--- config.mk ---
export PLATFORM = sky130hd
export DESIGN_NAME = ordered_list_insert_delete_engine
export DESIGN_NICKNAME = d
export VERILOG_FILES = /design/src/design/olide_pkg.sv /design/src/design/ordered_list_insert_delete_engine.sv
export SDC_FILE = /design/constraint.sdc
export NUM_CORES = 1
export LEC_CHECK = 0
export BUFFER_PORTS_ARGS = -buffer_cell sky130_fd_sc_hd__buf_2
export CORE_MARGIN = 2
export CORE_UTILIZATION = 45
export DETAILED_ROUTE_END_ITERATION = 6
export GPL_ROUTABILITY_DRIVEN = 0
export MAX_ROUTING_LAYER = met4
export SYNTH_ARGS = -nofsm -noshare
export SYNTH_HDL_FRONTEND = slang
export SYNTH_SLANG_ARGS = --single-unit
--- constraint.sdc ---
create_clock -name clk -period 7.2 [get_ports clk]
set_clock_uncertainty 0.05 [all_clocks]
set_input_delay 0.36 -clock clk [delete_from_list [all_inputs] [get_ports clk]]
set_output_delay 0.36 -clock clk [all_outputs]
set_load 0.02 [all_outputs]
--- src/design/olide_pkg.sv ---
// ----------------------------------------------------------------------------
// olide_pkg
// Request/result types and operation and status codes for the ordered list
// engine.
// ----------------------------------------------------------------------------
package olide_pkg;

  localparam logic [1:0] FN_GET    = 2'd0;
  localparam logic [1:0] FN_LOCATE = 2'd1;
  localparam logic [1:0] FN_INSERT = 2'd2;
  localparam logic [1:0] FN_DELETE = 2'd3;

  localparam logic [1:0] ST_OK   = 2'd0;
  localparam logic [1:0] ST_BAD  = 2'd1;
  localparam logic [1:0] ST_FULL = 2'd2;

  typedef struct packed {
    logic [1:0] func;
    logic [6:0] position;
    logic [7:0] value_in;
  } olide_req_t;

  typedef struct packed {
    logic [1:0] status;
    logic [7:0] value_out;
    logic [6:0] found_position;
    logic [6:0] list_count;
    logic       is_empty;
  } olide_rsp_t;

endpackage

--- src/design/ordered_list_insert_delete_engine.sv ---
// ----------------------------------------------------------------------------
// ordered_list_insert_delete_engine
// Array list of up to DEPTH bytes: get, insert, delete by 1-based position,
// locate by value; walked one entry per cycle via a single-port-pair memory.
// ----------------------------------------------------------------------------
//  channel | ports                        | moves
//  --------+------------------------------+-----------------------------------
//  in      | in_valid  in_ready  in_data  | request: func, position, value_in
//  out     | out_valid out_ready out_data | result: status, value, counts
//
//  One request at a time; in_ready is high only when the engine is idle.
//  Locate stops at the first match; insert and delete walk only the entries
//  from the position to the end; bad or full requests skip the walk.
//  The walk moves one memory entry per cycle (one read, one write port).
//  A stalled result holds in out_data until out_ready. rst_n clears the
//  length and the sequencer; the store itself is not cleared.
// ----------------------------------------------------------------------------
module ordered_list_insert_delete_engine #(
  parameter int DEPTH = 64
) (
  input  logic                   clk,
  input  logic                   rst_n,
  input  logic                   in_valid,
  output logic                   in_ready,
  input  olide_pkg::olide_req_t  in_data,
  output logic                   out_valid,
  input  logic                   out_ready,
  output olide_pkg::olide_rsp_t  out_data
);
  import olide_pkg::*;

  localparam int AW = $clog2(DEPTH);
  localparam int LW = $clog2(DEPTH + 1);
  localparam int CW = ((LW > 7) ? LW : 7) + 1;

  localparam logic [1:0] S_IDLE = 2'd0;
  localparam logic [1:0] S_WALK = 2'd1;
  localparam logic [1:0] S_PUT  = 2'd2;
  localparam logic [1:0] S_OUT  = 2'd3;

  logic [1:0]    state_r, state_nxt;
  logic [LW-1:0] len_r, len_nxt;
  logic [LW-1:0] cnt_r, cnt_nxt;
  logic [AW-1:0] idx_r, idx_nxt;
  logic [AW-1:0] pa_r, pa_nxt;
  logic [AW-1:0] base_r, base_nxt;
  logic          pend_r, pend_nxt;
  logic          first_r, first_nxt;
  logic          down_r, down_nxt;
  logic [1:0]    op_r, op_nxt;
  logic [7:0]    val_r, val_nxt;
  logic [1:0]    status_r, status_nxt;
  logic [7:0]    vout_r, vout_nxt;
  logic [6:0]    found_r, found_nxt;

  logic [7:0]    mem [DEPTH];
  logic [7:0]    rd_data_r;
  logic          mem_we;
  logic [AW-1:0] mem_waddr;
  logic [7:0]    mem_wdata;

  logic [CW-1:0] pos_c, len_c;
  logic          pos_bad, ins_bad, full;

  assign pos_c   = CW'(in_data.position);
  assign len_c   = CW'(len_r);
  assign pos_bad = (pos_c == '0) || (pos_c > len_c);
  assign ins_bad = (pos_c == '0) || (pos_c > (len_c + CW'(1)));
  assign full    = (len_c == CW'(DEPTH));

  always_ff @(posedge clk) begin
    if (mem_we) begin
      mem[mem_waddr] <= mem_wdata;
    end
    rd_data_r <= mem[idx_r];
  end

  always_comb begin
    state_nxt  = state_r;
    len_nxt    = len_r;
    cnt_nxt    = cnt_r;
    idx_nxt    = idx_r;
    pa_nxt     = pa_r;
    base_nxt   = base_r;
    pend_nxt   = 1'b0;
    first_nxt  = first_r;
    down_nxt   = down_r;
    op_nxt     = op_r;
    val_nxt    = val_r;
    status_nxt = status_r;
    vout_nxt   = vout_r;
    found_nxt  = found_r;
    mem_we     = 1'b0;
    mem_waddr  = '0;
    mem_wdata  = rd_data_r;

    case (state_r)
      S_IDLE: begin
        if (in_valid) begin
          op_nxt     = in_data.func;
          val_nxt    = in_data.value_in;
          base_nxt   = AW'(pos_c - CW'(1));
          status_nxt = ST_OK;
          vout_nxt   = '0;
          found_nxt  = '0;
          first_nxt  = 1'b1;
          down_nxt   = 1'b0;
          idx_nxt    = AW'(pos_c - CW'(1));
          cnt_nxt    = LW'(len_c - pos_c + CW'(1));
          state_nxt  = S_WALK;
          case (in_data.func)
            FN_GET: begin
              cnt_nxt = LW'(1);
              if (pos_bad) begin
                status_nxt = ST_BAD;
                state_nxt  = S_OUT;
              end
            end
            FN_LOCATE: begin
              status_nxt = ST_BAD;
              idx_nxt    = '0;
              cnt_nxt    = len_r;
            end
            FN_INSERT: begin
              down_nxt = 1'b1;
              idx_nxt  = AW'(len_c - CW'(1));
              if (ins_bad) begin
                status_nxt = ST_BAD;
                state_nxt  = S_OUT;
              end else if (full) begin
                status_nxt = ST_FULL;
                state_nxt  = S_OUT;
              end
            end
            default: begin
              if (pos_bad) begin
                status_nxt = ST_BAD;
                state_nxt  = S_OUT;
              end
            end
          endcase
        end
      end

      S_WALK: begin
        if (cnt_r != '0) begin
          pend_nxt = 1'b1;
          pa_nxt   = idx_r;
          cnt_nxt  = cnt_r - LW'(1);
          idx_nxt  = down_r ? (idx_r - AW'(1)) : (idx_r + AW'(1));
        end else begin
          if (op_r == FN_INSERT) begin
            state_nxt = S_PUT;
          end else begin
            state_nxt = S_OUT;
          end
          if (op_r == FN_DELETE) begin
            len_nxt = len_r - LW'(1);
          end
        end
        if (pend_r) begin
          case (op_r)
            FN_GET: begin
              vout_nxt = rd_data_r;
            end
            FN_LOCATE: begin
              if (rd_data_r == val_r) begin
                found_nxt  = 7'({1'b0, pa_r} + (AW + 1)'(1));
                status_nxt = ST_OK;
                cnt_nxt    = '0;
                pend_nxt   = 1'b0;
                state_nxt  = S_OUT;
              end
            end
            FN_INSERT: begin
              mem_we    = 1'b1;
              mem_waddr = pa_r + AW'(1);
            end
            default: begin
              if (first_r) begin
                vout_nxt  = rd_data_r;
                first_nxt = 1'b0;
              end else begin
                mem_we    = 1'b1;
                mem_waddr = pa_r - AW'(1);
              end
            end
          endcase
        end
      end

      S_PUT: begin
        mem_we    = 1'b1;
        mem_waddr = base_r;
        mem_wdata = val_r;
        len_nxt   = len_r + LW'(1);
        state_nxt = S_OUT;
      end

      default: begin
        if (out_ready) begin
          state_nxt = S_IDLE;
        end
      end
    endcase
  end

  always_ff @(posedge clk) begin
    if (!rst_n) begin
      state_r <= S_IDLE;
      len_r   <= '0;
      cnt_r   <= '0;
      pend_r  <= 1'b0;
    end else begin
      state_r <= state_nxt;
      len_r   <= len_nxt;
      cnt_r   <= cnt_nxt;
      pend_r  <= pend_nxt;
    end
  end

  always_ff @(posedge clk) begin
    idx_r    <= idx_nxt;
    pa_r     <= pa_nxt;
    base_r   <= base_nxt;
    first_r  <= first_nxt;
    down_r   <= down_nxt;
    op_r     <= op_nxt;
    val_r    <= val_nxt;
    status_r <= status_nxt;
    vout_r   <= vout_nxt;
    found_r  <= found_nxt;
  end

  assign in_ready  = (state_r == S_IDLE);
  assign out_valid = (state_r == S_OUT);

  assign out_data.status         = status_r;
  assign out_data.value_out      = vout_r;
  assign out_data.found_position = found_r;
  assign out_data.list_count     = 7'(len_r);
  assign out_data.is_empty       = (len_r == '0);

endmodule

==> qor.csv, run 1 <==
stage,metric,value,unit
worst_setup_path,path_max_fanout,9,
synthesis,yosys.area_share.simple,0.0477,
worst_setup_path,start_kind,flip-flop,
pwr,intPower,7670,uW
worst_hold_path,min-delay-start,rst_n,
grt,grt_max_degree,132,
worst_setup_path,cp.required,7380,ps
synthesis,synth_compound_area_frac,0.0576,
clock_tree,clock_tree.buffer_depth,3,
pwr,vdd_ir_drop_max,0.323,mV
clock_tree,cts_root_buffer,clkbuf_16,
timing,worst_pin_slew,1120,ps
finish,antenna_cells,0,
clock_tree,path_clk_slew,60,ps
synthesis,synthesis.nets,1434,
floorplan,fp.dieW,237,um
pwr,p_sw_frac,0.337,
worst_setup_path,cp-end-kind,flip-flop,
synthesis,synthArstFlopShare,0,
timing,fin_crit,3980,ps
floorplan,start_util,0.454,
worst_setup_path,worst_ep_arrival_time,4160,ps
placed_design,hpwl,34700,um
clock_tree,insertion_delay,630,ps
grt,antenna_found_initial,0,
finish,drive_above_1_share,0.205,
timing,setup_viol,0,
timing,fin_hold_ws,61.1,ps
finish,syn2layout_area_growth,12.3,%
timing,fmax,251,MHz
detailed_routing,drt_iter0_drc,1495,
timing,period_share,0.553,
placed_design,post-place-cells,2043,
worst_setup_path,r2r_end,mem[27][0],
pwr,leakage,0.00892,uW
grt,grt_pass1_vias,12900,
timing,finalHoldViolCount,0,
worst_hold_path,min_path_type,in -> reg,
synthesis,synthXorXnorAreaFrac,0.0137,
worst_setup_path,r2r_slack,3220,ps
synthesis,synth_area_leaders,"edfxtp_1 69%, mux4_2 12%, ha_1 2.6%",
pwr,power_density,423,nW/um^2
placed_design,portBuffers,47,
synthesis,yosysTopAreaCell,edfxtp_1,
pwr,total_power,11600,uW
grt,grt_overflow,0,
pwr,p_comb_frac,0.329,
synthesis,yosys_warnings,0,
floorplan,rows,85,
worst_setup_path,setup.worst_path.class,reg -> reg,
synthesis,syn-cell-area,24400,sq um
status,status,completed,
synthesis,synth_flop_cell,edfxtp_1,
synthesis,synth-seq-area-share,0.709,
synthesis,synth.avg_cell_area,17.9,sq um
timing,maxSlewHeadroom,0.254,
floorplan,dieArea,56000,sq um
detailed_routing,ant_nets,0,
clock_tree,htree_levels,2,
pwr,p_clk_frac,0.269,
floorplan,top_level_ports,48,
clock_tree,cts.sinks,584,
synthesis,synth-seq-cells,584,
grt,grt_pass1_wl,85900,um
flow_run,drv_cap,0,
synthesis,synth_top_area_frac,0.689,
clock_tree,cts_buffers,57,
timing,slew_viol_final,0,
detailed_routing,via_per_inst,5.96,
floorplan,core_area,53700,sq um
floorplan,die_y,237,um
synthesis,synth_fa_ha_area_frac,0.0290,
detailed_routing,drc,0,
detailed_routing,dr.pass1.iters,5,
timing,rsz0062_at_grt,no,
timing,tns,0,ps
finish,finalNetCount,1491,
synthesis,synth_edf_count,559,
synthesis,synthMuxAreaShare,0.124,
detailed_routing,totalWireLength,57100,um
pwr,seq_power_share,0.402,
synthesis,ys_types,68,
synthesis,synth_top_family_by_area,multiplexers,
clock_tree,tritoncts,built,
worst_setup_path,reg2reg_depth,6,
worst_hold_path,min_to,cnt_r[6],
detailed_routing,wl_per_cell,26.5,um
detailed_routing,num_vias,12900,
worst_setup_path,worst_r2r_startpoint,op_r[0],
clock_tree,postCtsSetupBuffers,0,
worst_hold_path,hold_depth,2,
pwr,netSwitchingPower,3900,uW
grt,track_usage,0.213,
synthesis,syn-instance-count,1359,
finish,final_cells,2157,
==> layout by cell type (no fill, tap or decap), types with 11 or more instances in the layout <==
cell,n
edfxtp_1,559
mux4_2,128
nor2_1,91
clkbuf_16,57
ha_1,50
buf_2,47
inv_1,43
nand2_1,43
a22oi_1,43
a21oi_1,33
dfxtp_1,25
xnor2_1,23
a221oi_1,20
a22o_1,19
o21ai_0,19
nand3_1,18
xor2_1,15
and2_1,15
clkinv_1,12
nor3_1,11
==> per-layer routing <==
layer / GRT usage / part of all wire
met3: 0.0322 / 0.071
met4: 0.0516 / 0.021
met1: 0.305 / 0.44
met2: 0.324 / 0.47
met5: - / 0
==> registers in the layout (all words and copies together), names as in the netlist <==
signal,cells
rd_data_r,8
val_r,8
status_r,2
idx_r,6
vout_r,8
pa_r,6
found_r,7
mem,512
state_r,2
base_r,6
down_r,1
cnt_r,7
pend_r,1
op_r,2
first_r,1
len_r,7
==> synth_stat cells (9+ instances only) <==
cell,n
mux4_2,128
buf_2,16
and2_1,15
xnor2_1,23
a221oi_1,20
nand2_1,43
a22oi_1,43
o21ai_0,19
nor2_1,92
nand4_1,9
dfxtp_1,25
xor2_1,15
ha_1,50
a21oi_1,33
edfxtp_1,559
clkbuf_1,42
a22o_1,19
mux2_2,9
inv_1,43
nor3_1,11
nand3_1,18
==> area by class of cell <==
cell class                 instances  area [sq um]
fill                            4268         26300
sequential                       584         17300
multi-input combinational        664          6670
clock buffer                      60          1440
tap                              696           871
clock inverter                    44           523
timing repair buffer              65           420
inverter                          44           165
==> through the flow <==
stage | worst slack, ps | utilization | area (sq um)
after global routing | 3030 | 0.510 | 27400
after detailed placement | 3280 | 0.471 | 25300
final | 3220 | 0.510 | 27400
after global placement | 3460 | 0.471 | 25300
after CTS | 3260 | 0.510 | 27400
after floorplan | 4410 | - | 24400
==> worst max-delay path: stages (launching register included) <==
cell and delay [ps]:
edfxtp_1 420, ha_1 320, nand2b_1 200, a21oi_1 500, a22o_1 320, nand4_1 840
nor2_1 910
==> how the worst max path moves through the flow <==
stage	cells after the start	endpoint	start	slack, ps
global placement	6	mem[59][0]	op_r[0]	3460
floorplan	8	mem[49][0]	op_r[0]	4410
global route	7	mem[50][2]	op_r[0]	3030
finish	6	mem[27][0]	op_r[0]	3220
CTS	6	mem[59][7]	op_r[0]	3260
detailed placement	6	mem[59][7]	op_r[0]	3280
==> cells by family after synthesis <==
logic type | after synthesis
flip-flops | 584
AO/OA/AOI/OAI | 191
XOR/XNOR | 38
multiplexers | 141
AND/OR/NAND/NOR | 240
adder cells (fa/ha/maj) | 54
buffers and inverters | 111
==> power by group through the flow <==
stage | registers [uW] | logic, uW | clock network [uW]
after floorplan | 4690 | 2550 | 0
after global placement | 4720 | 3790 | 0
after detailed placement | 4720 | 3830 | 0
after CTS | 4650 | 3840 | 3170
after global routing | 4670 | 4130 | 3290
final | 4650 | 3800 | 3120
==> what timing repair did <==
action | CTS | global route
hold buffers | 10 | 0
hold endpoints to repair | 10 | 0
resized for setup | 0 | 0
Note: power is estimated with default switching activity, not from simulation.
==> run 2: changes to the inputs <==
Clock period 7.2 ns to 3.5 ns, I/O delays scaled along.
==> run 2 against run 1 <==
  * The run now ends with DRC left
  * Wire length rose by 0.13%
  * Global-route usage barely moved
  * Final area rose by 3.0%
  * Combinational power rose by 120%
  * Core utilization rose by 1.5 points
  * Worst setup slack got worse by 3000 ps
  * Maximum frequency rose by 21%
  * Worst hold slack improved by 29 ps
  * Via count rose by 2.7%
==> qor.csv, run 2 (synthesis gave the netlist of run 1 again) <==
stage,metric,value,unit,change
status,status,"finished, violations left",,
status,failed_checks,DRC,,
worst_setup_path,cp-end-kind,flip-flop,,
worst_setup_path,crit_buf_inv,1,,+1
clock_tree,cts_resized,0,,unchanged
timing,period_share,0.938,,+0.384
timing,worst_pin_slew,1200,ps,+76.4 ps
floorplan,rows,85,,unchanged
finish,final_common_cell,edfxtp_1,,
worst_setup_path,worst_ep_arrival_time,3540,ps,-620 ps
finish,largest_reg_flops,512,,unchanged
timing,slew_viol_final,0,,unchanged
timing,tns,0,ps,unchanged
floorplan,die_y,237,um,unchanged
detailed_routing,via_per_inst,5.84,,-1.9%
placed_design,post-place-cells,2135,,+4.5%
clock_tree,cts_buffers,58,,+1.8%
worst_setup_path,cp.required,3760,ps,-3620 ps
worst_hold_path,min_path_type,in -> reg,,
clock_tree,htree_levels,2,,unchanged
flow_run,drv_cap,0,,unchanged
timing,setup_viol,0,,unchanged
finish,drive_above_1_share,0.250,,+0.0449
worst_setup_path,start_kind,flip-flop,,
grt,grt_pass1_vias,13200,,+2.9%
finish,layout_common_cells,"559 x edfxtp_1, 128 x mux4_2, 92 x buf_4",,
finish,final_cells,2259,,+4.7%
floorplan,fp.dieW,237,um,unchanged
placed_design,hpwl,36100,um,+4.3%
detailed_routing,num_vias,13200,,+2.7%
detailed_routing,totalWireLength,57200,um,+0.13%
worst_setup_path,cp_cell_sequence,ha_1 -> and4b_1 -> or3_1 -> a32o_1 -> nor3b_1 -> nand2_1 -> nor2_1 -> buf_4,,
pwr,leakage,0.00945,uW,+5.9%
worst_setup_path,max_stage_delay,450,ps,-460 ps
placed_design,portBuffers,47,,unchanged
timing,rsz0062_at_grt,no,,
timing,finalHoldViolCount,0,,unchanged
pwr,vdd_ir_drop_max,0.447,mV,+38%
finish,finalNetCount,1590,,+6.6%
clock_tree,clock_tree.buffer_depth,3,,unchanged
floorplan,dieArea,56000,sq um,unchanged
timing,fin_crit,3280,ps,-702 ps
worst_setup_path,setup.worst_path.class,reg -> reg,,
grt,grt_max_degree,65,,-51%
finish,nFillCells,4159,,-2.6%
pwr,power_density,858,nW/um^2,+100%
worst_setup_path,path_max_fanout,9,,unchanged
detailed_routing,dr.pass1.iters,7,,+2
worst_setup_path,slowest_stage,nor3b_1,,
grt,antenna_found_initial,0,,unchanged
clock_tree,tritoncts,built,,
detailed_routing,drc,3,,+3
detailed_routing,ant_nets,0,,unchanged
floorplan,start_util,0.454,,unchanged
finish,top_register,mem,,
clock_tree,cts_root_buffer,clkbuf_16,,
finish,syn2layout_area_growth,15.7,%,
detailed_routing,wl_per_cell,25.3,um,-4.4%
clock_tree,insertion_delay,620,ps,about the same
clock_tree,cts.sinks,584,,unchanged
worst_setup_path,path_delay_family,simple AND/OR/NAND/NOR gates,,
floorplan,top_level_ports,48,,unchanged
detailed_routing,drt_iter0_drc,1325,,-11%
clock_tree,path_clk_slew,60,ps,about the same
timing,fmax,305,MHz,+21%
timing,maxSlewHeadroom,0.203,,-0.0509
floorplan,core_area,53700,sq um,unchanged
grt,track_usage,0.213,,about the same
grt,grt_overflow,0,,unchanged
finish,antenna_cells,0,,unchanged
grt,grt_pass1_wl,85900,um,about the same
run 2: cell count changes in the layout (fill, tap and decap cells not counted), moves of 2 or more:
cell	previous run	this run
clkbuf_1	3	7
clkinvlp_4	4	2
buf_12	2	8
buf_4	6	92
clkinv_2	8	10
mux2_2	1	9
dlygate4sd3_1	10	16
inv_6	5	3
mux2_4	8	0
run 2: path summary, 6_finish.rpt:
kind | startpoint | to | slack (ps) | depth (start not counted)
hold reg to reg | cnt_r[3] | cnt_r[3] | 430 | 2
hold / removal | in_data[9] | base_r[3] | 90 | 3
setup / recovery | op_r[1] | mem[21][2] | 220 | 8
setup reg to reg | op_r[1] | mem[21][2] | 220 | 8
run 2: per-stage QoR:
stage | power (uW) | cell area, sq um | worst slack [ps] | hold slack, ps | util
finish | 24200 | 28200 | 219 | 90.0 | 0.525
floorplan | 14900 | 24400 | 708 | 224 | -
global placement | 17700 | 26000 | 302 | 304 | 0.485
CTS | 24400 | 28200 | 229 | 55.2 | 0.525
global route | 25300 | 28200 | 54.9 | 76.1 | 0.525
detailed placement | 17900 | 26000 | 252 | 303 | 0.485
run 2: power breakdown:
| part | leakage, uW | internal, uW | total, uW | switching, uW |
|---|---|---|---|---|
| combinational | 0.00319 | 3120 | 8240 | 5120 |
| sequential | 0.00529 | 9120 | 9470 | 347 |
| clock | 0.000974 | 3850 | 6490 | 2640 |
run 2: metal layers:
layer,track usage,vias up,share of wire
met5,-,-,0
met4,0.0629,0,0.025
met3,0.0294,84,0.058
met2,0.332,480,0.48
met1,0.295,6814,0.44
li1,-,5820,-
run 2: area by class of cell:
cell class / count / area, sq um / share of cell area
Clock inverter: 43 / 518 / 0.0184
Tap cell: 696 / 871 / 0.0309
Clock buffer: 65 / 1480 / 0.0524
Inverter: 44 / 165 / 0.00586
Multi-Input combinational cell: 664 / 6640 / 0.235
Timing Repair Buffer: 163 / 1250 / 0.0442
Sequential cell: 584 / 17300 / 0.613
run 2: worst register-to-register path: stages (launching register included):
cell and delay [ps]:
edfxtp_1 380, ha_1 360, and4b_1 260, or3_1 350, a32o_1 310, nor3b_1 450
nand2_1 410, nor2_1 200, buf_4 200
run 2: timing repair:
item / CTS / global route
hold endpoints to repair: 22 / 0
hold buffers: 16 / 0
buffers inserted: 0 / 0
